[src/sv/multichannel_oneshot_periodic_timer_macros.svh]
// Assertion macros shared by the timer bank RTL.
// No dependencies; assertions drop out when SYNTHESIS is defined.
`ifndef MULTICHANNEL_ONESHOT_PERIODIC_TIMER_MACROS_SVH
`define MULTICHANNEL_ONESHOT_PERIODIC_TIMER_MACROS_SVH
`ifndef SYNTHESIS
// same-cycle implication
`define MOPT_ASSERT_IMP(label, clk, rst_n, ante, cons) \
	label: assert property (@(posedge clk) disable iff (!(rst_n)) (ante) |-> (cons)) \
		else $error("assertion failed");
// next-cycle implication
`define MOPT_ASSERT_NXT(label, clk, rst_n, ante, cons) \
	label: assert property (@(posedge clk) disable iff (!(rst_n)) (ante) |=> (cons)) \
		else $error("assertion failed");
`else
`define MOPT_ASSERT_IMP(label, clk, rst_n, ante, cons)
`define MOPT_ASSERT_NXT(label, clk, rst_n, ante, cons)
`endif
`endif

[src/sv/mopt_pkg.sv]
// Package for the multichannel timer bank: sizes, codes and beat types.
// No dependencies.
`default_nettype none

package mopt_pkg;

	localparam int CHANNELS   = 8;
	localparam int CH_W       = (CHANNELS > 1) ? $clog2(CHANNELS) : 1;
	localparam int MASK_W     = 8;
	localparam int CHAN_FLD_W = 4;
	localparam int CNT_W      = 32;
	localparam int ENTRY_W    = 2 * CNT_W;

	typedef enum logic [1:0] {
		KIND_TICK  = 2'd0,
		KIND_START = 2'd1,
		KIND_STOP  = 2'd2,
		KIND_QUERY = 2'd3
	} kind_t;

	typedef enum logic [0:0] {
		REG_ENABLED   = 1'b0,
		REG_CONT_MASK = 1'b1
	} cfg_reg_t;

	typedef struct packed {
		logic              enabled;
		logic [MASK_W-1:0] continuous_mask;
	} cfg_t;

	typedef struct packed {
		kind_t                 kind;
		logic [CHAN_FLD_W-1:0] channel;
		logic [CNT_W-1:0]      value;
	} cmd_t;

	typedef struct packed {
		logic [CNT_W-1:0] elapsed;
		logic [CNT_W-1:0] remaining;
		logic             active;
	} res_t;

	typedef enum logic [2:0] {
		ST_IDLE,
		ST_SWEEP,
		ST_DRAIN,
		ST_QUERY,
		ST_DONE
	} state_t;

endpackage

`default_nettype wire

[src/sv/mopt_ram.sv]
// Generic single-write, single-read RAM with a registered read port.
// No dependencies.
`default_nettype none

module mopt_ram #(
	parameter int WIDTH = 8,
	parameter int DEPTH = 8
) (
	input  wire logic                                      clk,
	input  wire logic                                      we,
	input  wire logic [((DEPTH > 1) ? $clog2(DEPTH) : 1)-1:0] waddr,
	input  wire logic [WIDTH-1:0]                          wdata,
	input  wire logic                                      re,
	input  wire logic [((DEPTH > 1) ? $clog2(DEPTH) : 1)-1:0] raddr,
	output logic      [WIDTH-1:0]                          rdata
);

	logic [WIDTH-1:0] mem_q [DEPTH];
	logic [WIDTH-1:0] rdata_q;

	// write port
	always_ff @(posedge clk) begin
		if (we) begin
			mem_q[waddr] <= wdata;
		end
	end

	// registered read port
	always_ff @(posedge clk) begin
		if (re) begin
			rdata_q <= mem_q[raddr];
		end
	end

	assign rdata = rdata_q;

endmodule

`default_nettype wire

[src/sv/mopt_ctrl.sv]
// Timer bank sequencer: channel memory, running/valid flags, tick sweep and query.
// Depends on mopt_pkg, mopt_ram and the assertion macro header.
`default_nettype none
`include "multichannel_oneshot_periodic_timer_macros.svh"

module mopt_ctrl (
	input  wire logic           clk,
	input  wire logic           arst_n,
	input  wire mopt_pkg::cfg_t cfg,
	input  wire logic           cmd_accept,
	input  wire mopt_pkg::cmd_t cmd,
	output logic                busy,
	output logic                res_valid,
	output mopt_pkg::res_t      res,
	input  wire logic           res_take
);
	import mopt_pkg::*;

	localparam logic [CHAN_FLD_W:0] CHAN_LIMIT = (CHAN_FLD_W + 1)'(CHANNELS);
	localparam logic [CH_W-1:0]     LAST_IDX   = CH_W'(CHANNELS - 1);

	state_t state_q, state_d;

	kind_t             kind_q;
	logic              in_range_q;
	logic [CH_W-1:0]   chan_q;
	logic [CH_W-1:0]   idx_q;
	logic              rd_vld_s1;
	logic [CH_W-1:0]   rd_idx_s1;
	logic [CHANNELS-1:0] running_q;
	logic [CHANNELS-1:0] valid_q;
	res_t              res_q;

	logic                ram_we, ram_re;
	logic [CH_W-1:0]     ram_waddr, ram_raddr;
	logic [ENTRY_W-1:0]  ram_wdata, ram_rdata;

	logic                cmd_in_range;
	logic [CH_W-1:0]     cmd_chan;
	logic                start_we, stop_hit, tick_we;
	logic [CHANNELS-1:0] cont_vec;
	logic [CNT_W-1:0]    rd_cnt, rd_tgt, cnt_inc, tick_cnt;
	logic                tick_hit, tick_stop;
	res_t                query_res;

	// channel memory: {target, counter} per channel
	mopt_ram #(
		.WIDTH(ENTRY_W),
		.DEPTH(CHANNELS)
	) u_chan_ram (
		.clk  (clk),
		.we   (ram_we),
		.waddr(ram_waddr),
		.wdata(ram_wdata),
		.re   (ram_re),
		.raddr(ram_raddr),
		.rdata(ram_rdata)
	);

	// decode of the incoming beat
	assign cmd_in_range = {1'b0, cmd.channel} < CHAN_LIMIT;
	assign cmd_chan     = cmd.channel[CH_W-1:0];
	assign start_we = (state_q == ST_IDLE) && cmd_accept && (cmd.kind == KIND_START)
		&& cfg.enabled && cmd_in_range;
	assign stop_hit = (state_q == ST_IDLE) && cmd_accept && (cmd.kind == KIND_STOP)
		&& cmd_in_range;

	// continuous flag per channel; channels past the mask are one-shot
	always_comb begin
		for (int i = 0; i < CHANNELS; i++) begin
			cont_vec[i] = (i < MASK_W) ? cfg.continuous_mask[i % MASK_W] : 1'b0;
		end
	end

	// tick update of the entry read in the previous cycle
	assign rd_cnt    = ram_rdata[CNT_W-1:0];
	assign rd_tgt    = ram_rdata[ENTRY_W-1:CNT_W];
	assign cnt_inc   = rd_cnt + CNT_W'(1);
	assign tick_hit  = cnt_inc >= rd_tgt;
	assign tick_cnt  = (tick_hit && cont_vec[rd_idx_s1]) ? '0 : cnt_inc;
	assign tick_stop = tick_hit && !cont_vec[rd_idx_s1];
	assign tick_we   = rd_vld_s1 && running_q[rd_idx_s1];

	// query answer; an entry never started reads as zero
	always_comb begin
		logic [CNT_W-1:0] q_cnt;
		logic [CNT_W-1:0] q_tgt;
		q_cnt = valid_q[chan_q] ? rd_cnt : '0;
		q_tgt = valid_q[chan_q] ? rd_tgt : '0;
		query_res = '0;
		if (in_range_q) begin
			query_res.elapsed   = q_cnt;
			query_res.remaining = (q_cnt < q_tgt) ? (q_tgt - q_cnt) : '0;
			query_res.active    = running_q[chan_q];
		end
	end

	// next state
	always_comb begin
		state_d = state_q;
		unique case (state_q)
			ST_IDLE: begin
				if (cmd_accept) begin
					unique case (cmd.kind)
						KIND_TICK:  state_d = ST_SWEEP;
						KIND_QUERY: state_d = ST_QUERY;
						KIND_START: state_d = ST_DONE;
						KIND_STOP:  state_d = ST_DONE;
					endcase
				end
			end
			ST_SWEEP: begin
				if (idx_q == LAST_IDX) begin
					state_d = ST_DRAIN;
				end
			end
			ST_DRAIN: state_d = ST_DONE;
			ST_QUERY: state_d = ST_DONE;
			ST_DONE: begin
				if (res_take) begin
					state_d = ST_IDLE;
				end
			end
			default: state_d = ST_IDLE;
		endcase
	end

	// outputs and memory port control
	always_comb begin
		busy      = (state_q != ST_IDLE);
		res_valid = (state_q == ST_DONE);
		ram_re    = 1'b0;
		ram_raddr = cmd_chan;
		unique case (state_q)
			ST_IDLE: begin
				ram_re    = cmd_accept && (cmd.kind == KIND_QUERY);
				ram_raddr = cmd_chan;
			end
			ST_SWEEP: begin
				ram_re    = 1'b1;
				ram_raddr = idx_q;
			end
			default: begin
				ram_re = 1'b0;
			end
		endcase
		ram_we    = start_we || tick_we;
		ram_waddr = start_we ? cmd_chan : rd_idx_s1;
		ram_wdata = start_we ? {cmd.value, CNT_W'(0)} : {rd_tgt, tick_cnt};
	end

	assign res = res_q;

	// control state
	always_ff @(posedge clk or negedge arst_n) begin
		if (!arst_n) begin
			state_q   <= ST_IDLE;
			idx_q     <= '0;
			rd_vld_s1 <= 1'b0;
			running_q <= '0;
			valid_q   <= '0;
		end else begin
			state_q   <= state_d;
			rd_vld_s1 <= (state_q == ST_SWEEP);
			if (state_q == ST_SWEEP) begin
				idx_q <= (idx_q == LAST_IDX) ? '0 : idx_q + CH_W'(1);
			end
			if (start_we) begin
				running_q[cmd_chan] <= 1'b1;
				valid_q[cmd_chan]   <= 1'b1;
			end
			if (stop_hit) begin
				running_q[cmd_chan] <= 1'b0;
			end
			if (tick_we && tick_stop) begin
				running_q[rd_idx_s1] <= 1'b0;
			end
		end
	end

	// payload registers
	always_ff @(posedge clk) begin
		rd_idx_s1 <= idx_q;
		if ((state_q == ST_IDLE) && cmd_accept) begin
			kind_q     <= cmd.kind;
			in_range_q <= cmd_in_range;
			chan_q     <= cmd_chan;
			res_q      <= '0;
		end else if (state_q == ST_QUERY) begin
			res_q <= query_res;
		end
	end

	`MOPT_ASSERT_IMP(a_no_rw_clash, clk, arst_n, ram_we && ram_re, ram_waddr != ram_raddr)
	`MOPT_ASSERT_IMP(a_run_has_entry, clk, arst_n, 1'b1, (running_q & ~valid_q) == '0)
	`MOPT_ASSERT_IMP(a_nonquery_zero, clk, arst_n, (state_q == ST_DONE) && (kind_q != KIND_QUERY), res_q == '0)
	`MOPT_ASSERT_IMP(a_s1_in_sweep, clk, arst_n, rd_vld_s1, (state_q == ST_SWEEP) || (state_q == ST_DRAIN))
	`MOPT_ASSERT_NXT(a_sweep_ends, clk, arst_n, (state_q == ST_SWEEP) && (idx_q == LAST_IDX), state_q == ST_DRAIN)

endmodule

`default_nettype wire

[src/sv/multichannel_oneshot_periodic_timer.sv]
// Multichannel one-shot/periodic timer bank.
// Command channel (cmd_valid/cmd_stall, cmd) carries one tick, start, stop or query beat;
// every beat yields exactly one beat on the response channel (rsp_valid/rsp_stall, rsp).
// Only a query returns nonzero fields: elapsed count, remaining count, running flag.
// Configuration: cfg_we with cfg_index (enable, continuous mask) and cfg_wdata; write
// only while no command is in flight.
// Sequence per command: start and stop go straight to the done state; a query reads
// its entry in a query state; a tick sweeps the channel memory one entry per cycle
// through its single read port and one write port, then passes a drain state before
// done. Each answer is offered from the done state.
// One command is in flight at a time; cmd_stall is high while it runs.
// The response register frees the sequencer: a finished answer waits there while
// rsp_stall is high, and the sequencer holds a second answer until the register drains.
// Reset clears every channel's running and valid flags, the configuration and the response
// valid flag; unstarted channels read as zero, so no clearing pass over memory is needed.
// Depends on mopt_pkg and mopt_ctrl.
`default_nettype none

module multichannel_oneshot_periodic_timer (
	input  wire logic               clk,
	input  wire logic               arst_n,
	input  wire logic               cmd_valid,
	output logic                    cmd_stall,
	input  wire mopt_pkg::cmd_t     cmd,
	output logic                    rsp_valid,
	input  wire logic               rsp_stall,
	output mopt_pkg::res_t          rsp,
	input  wire logic               cfg_we,
	input  wire mopt_pkg::cfg_reg_t cfg_index,
	input  wire logic [mopt_pkg::MASK_W-1:0] cfg_wdata
);
	import mopt_pkg::*;

	cfg_t cfg_q;
	logic busy;
	logic cmd_accept;
	logic res_valid;
	res_t res;
	logic res_take;
	logic rsp_valid_q;
	res_t rsp_q;

	assign cmd_stall  = busy;
	assign cmd_accept = cmd_valid && !busy;
	assign res_take   = res_valid && (!rsp_valid_q || !rsp_stall);

	mopt_ctrl u_ctrl (
		.clk       (clk),
		.arst_n    (arst_n),
		.cfg       (cfg_q),
		.cmd_accept(cmd_accept),
		.cmd       (cmd),
		.busy      (busy),
		.res_valid (res_valid),
		.res       (res),
		.res_take  (res_take)
	);

	// configuration registers
	always_ff @(posedge clk or negedge arst_n) begin
		if (!arst_n) begin
			cfg_q <= '0;
		end else if (cfg_we) begin
			unique case (cfg_index)
				REG_ENABLED:   cfg_q.enabled         <= cfg_wdata[0];
				REG_CONT_MASK: cfg_q.continuous_mask <= cfg_wdata;
			endcase
		end
	end

	// response register valid
	always_ff @(posedge clk or negedge arst_n) begin
		if (!arst_n) begin
			rsp_valid_q <= 1'b0;
		end else if (res_take) begin
			rsp_valid_q <= 1'b1;
		end else if (!rsp_stall) begin
			rsp_valid_q <= 1'b0;
		end
	end

	// response payload
	always_ff @(posedge clk) begin
		if (res_take) begin
			rsp_q <= res;
		end
	end

	assign rsp_valid = rsp_valid_q;
	assign rsp       = rsp_q;

endmodule

`default_nettype wire
[config.mk]
export PLATFORM = sky130hd
export DESIGN_NAME = multichannel_oneshot_periodic_timer
export DESIGN_NICKNAME = d
export VERILOG_FILES = /design/src/sv/mopt_pkg.sv /design/src/sv/mopt_ram.sv /design/src/sv/mopt_ctrl.sv /design/src/sv/multichannel_oneshot_periodic_timer.sv
export VERILOG_INCLUDE_DIRS = /design/src /design/src/sv
export SDC_FILE = /design/constraint.sdc
export NUM_CORES = 1
export LEC_CHECK = 0
export BUFFER_PORTS_ARGS = -buffer_cell sky130_fd_sc_hd__buf_2
export CAP_MARGIN = 15
export CELL_PAD_IN_SITES_DETAIL_PLACEMENT = 1
export CELL_PAD_IN_SITES_GLOBAL_PLACEMENT = 1
export CORE_MARGIN = 1
export CORE_UTILIZATION = 46
export DETAILED_ROUTE_END_ITERATION = 7
export PLACE_DENSITY_LB_ADDON = 0.12
export RECOVER_POWER = 100
export SLEW_MARGIN = 40
export SYNTH_ARGS = -nofsm -noshare
export SYNTH_HDL_FRONTEND = slang
export SYNTH_SLANG_ARGS = --single-unit
[constraint.sdc]
create_clock -name clk -period 4.6 [get_ports clk]
set_input_delay 0.23 -clock clk [delete_from_list [all_inputs] [get_ports clk]]
set_output_delay 0.23 -clock clk [all_outputs]
set_load 0.01 [all_outputs]
==> run metrics <==
Crit path max-delay family simple AND/OR/NAND/NOR gates; # Max-Cap Violations 2; Seq/Total Area, Yosys 67.0%; most frequent cells in the layout nand2_1 (685), edfxtp_1 (645), nand3_1 (341); Hold Path Class input port to flip-flop; layout cells sized above 1 11.9%; Num CTS Buffers 79; Critical-path top delay cell edfxtp_1; antenna violations before repair 0; Clk pin slew, worst setup/hold paths 0.06 ns; first-pass GRT wire length 141000 um; Worst VDD drop 0.000357 V; CTS Buffer Depth 3; syn_nets 2890; Hold Slack 0.106 ns; row count 96; Top FF cell, synth edfxtp_1; number of synthesized flops with an enable pin 645; Die Area 71000 um^2; GRT overflow 0; Fill cells 7161; R2R depth 19; CP Data Required Time 4.99 ns; worst flop-to-flop path endpoint u_ctrl.u_chan_ram.mem_q[5][27]; fin nets 3057; Slew @ Worst Pin 1.95 ns; die extent in x 266 um; detailed router's first-iteration violation count 1638; outcome finished, violations left; core area 68900 um^2; Final setup viols 0; critical path startpoint category flip-flop; Unique masters post-synth 82; Leak Pwr 0.0141 uW; clock skew 0.0347 ns; gate count after technology mapping 2766; Buf+Inv Stages, Crit Path 4; Final Total Pwr 24100 uW; drt drc 0; commonest non-fill, non-tap cell in the layout nand2_1; period utilisation layout 96.5%; Max Clock Freq 225 MHz; H-tree Lvls 3; I/O pins 119; DRT antenna net count 0; largest net degree at the start of global routing 131; clk sinks 746; final WL 93200 um; fin worst setup slack 0.163 ns; hold path startpoint cmd[0]; IO buf count 118; Final Slew Violations 41; worst-path cell chain and4_4, and4_4, nand2_2, or3_4, nor2b_2, and3_1, xnor2_1, inv_1, ha_1, nand4_1, nor2_1, nand3_1, nor2_1, a2111oi_4, buf_4, a21boi_4, clkbuf_16, nor3_1, buf_4; via count 22100; area growth from synthesis to layout 15.9%; Register-to-Register Setup Slack 0.16 ns; Root Driver clkbuf_16; critical path type flip-flop to flip-flop; Critical Path Fanout Max 16; Synth async-reset ratio 4.42%; dpl ws 0.00883 ns; syn_area_per_cell 11.6 um^2; Setup TNS Final 0 ns; flops & latches, synth 746; Critical Path Max Stage Delay 0.44 ns; vias per cell 5.63; fin crit period 4.44 ns; pwr dens 645 nW/um^2; hold path cells 2; endpoints failing hold 0; dpl hpwl 59000 um; Die Y 266 um; hold path endpoint u_ctrl.u_chan_ram.mem_q[3][32]; CTS tree done; max_slew headroom -30.1%; vias in the first global route 23200; Initial Util 46.7%; WL/cell 23.7 um; GRT Total Usage 26.5%; global placer's final weighted congestion 0.859; drt pass-1 iters 5; clock insertion delay at the later pin of the skew report 0.65 ns; Worst R2R Start u_ctrl.u_chan_ram.rdata[0]; synthesized cell area 32200 um^2; CP Data Arrival Time 4.83 ns; critical path endpoint category flip-flop; failing checks capacitance limit, slew limit; number of warning messages in the yosys log 0
final cells by class:
| type | count | area [um^2] | share of cell area, % |
|---|---|---|---|
| diodes | 2 | 5.00 | 0.0134 |
| clock buffers | 96 | 2070 | 5.56 |
| clock inverters | 51 | 572 | 1.53 |
| inverters | 85 | 319 | 0.856 |
| multi-input cells | 1772 | 9880 | 26.5 |
| flip-flops and latches | 746 | 21600 | 57.8 |
| well taps | 931 | 1160 | 3.12 |
| repair buffers | 249 | 1710 | 4.59 |
synthesized netlist by cell type, types with 4 or more instances:
library cell  count  area (um^2)
a211oi_1          5         37.5
a21o_1           35          263
a21oi_1          52          260
a221o_1           4         40.0
a22o_1            6         52.6
a22oi_1          48          360
a31o_2            4         35.0
a31oi_1          12         75.1
a32o_1            4         40.0
and2_1            4         25.0
and3_1           19          119
and4_1            5         43.8
buf_1            10         37.5
buf_2            52          260
buf_6             4         45.0
clkbuf_1         94          353
dfrtp_1          33          826
dfxtp_1          68         1360
edfxtp_1        645        19400
ha_1             71          888
inv_1            84          315
mux2_2           15          169
mux2i_1          11          110
mux4_2            6          135
nand2_1         685         2570
nand2b_1          5         31.3
nand3_1         341         1710
nand4_1          12         75.1
nor2_1          133          499
nor2b_1          10         62.6
nor3_1           31          155
nor3_2           11          110
o21ai_0         117          586
o21bai_1          8         60.1
or2_2             5         31.3
xnor2_1          35          307
xor2_1           17          149
report_power, final:
part	total, uW	leakage (uW)	internal [uW]	switching (uW)
logic	8290	0.00593	2710	5580
clock network	6450	0.00129	3760	2690
registers	9320	0.00685	8880	444
total	24100	0.0141	15300	8720
stage by stage:
| stage | instance area, um^2 | utilization, % | instances |
|---|---|---|---|
| floorplan | 32200 | - | 2766 |
| global placement | 34400 | 50.0 | 3758 |
| detailed placement | 34500 | 50.0 | 3760 |
| CTS | 37300 | 54.1 | 3924 |
| global route | 37300 | 54.1 | 3930 |
| finish | 37300 | 54.1 | 3932 |
timing repair:
item,4_1_cts,5_1_grt
gates cloned,0,1
pin swaps,0,1
resized for setup,1,32
hold buffers,17,0
endpoints found under the hold margin,48,0
endpoints found under the setup margin,8,287
setup buffers,0,3
registers in the layout (all words and copies together) (netlist names), 3 cells and up:
signal	cells
u_ctrl.u_chan_ram.rdata	64
u_ctrl.idx_q	3
cfg_q	9
u_ctrl.u_chan_ram.mem_q	512
u_ctrl.chan_q	3
rsp	65
u_ctrl.res	65
u_ctrl.valid_q	8
u_ctrl.rd_idx_s1	3
u_ctrl.running_q	8
u_ctrl.state_q	3
metal layers:
metal	vias up	track usage [%]	routed length, um
li1	10200	-	-
met3	150	4.75	5050
met5	-	0	0
met1	11200	35.4	41100
met4	0	8.70	2690
met2	564	43.7	44400
worst max-delay path by stage:
stage / startpoint / to / slack (ns) / depth (start not counted)
after floorplan: u_ctrl.state_q[0] / u_ctrl.u_chan_ram.mem_q[2][0] / -0.32 / 10
after global placement: u_ctrl.u_chan_ram.rdata[0] / u_ctrl.u_chan_ram.mem_q[7][21] / 0.13 / 18
after detailed placement: u_ctrl.u_chan_ram.rdata[0] / u_ctrl.u_chan_ram.mem_q[0][8] / 0.009 / 18
after CTS: u_ctrl.u_chan_ram.rdata[0] / u_ctrl.u_chan_ram.mem_q[5][21] / 0.003 / 18
after global routing: u_ctrl.u_chan_ram.rdata[0] / u_ctrl.u_chan_ram.mem_q[0][5] / -0.02 / 19
final: u_ctrl.u_chan_ram.rdata[0] / u_ctrl.u_chan_ram.mem_q[5][27] / 0.16 / 19
kinds of logic after synthesis:
family / synth area share (%)
flops: 67.0
xor+xnor: 1.42
mux: 1.29
fa+ha+maj: 2.82
compound gates: 6.99
buf+inv: 3.21
simple gates: 17.3
(Power assumes the default switching activity.)
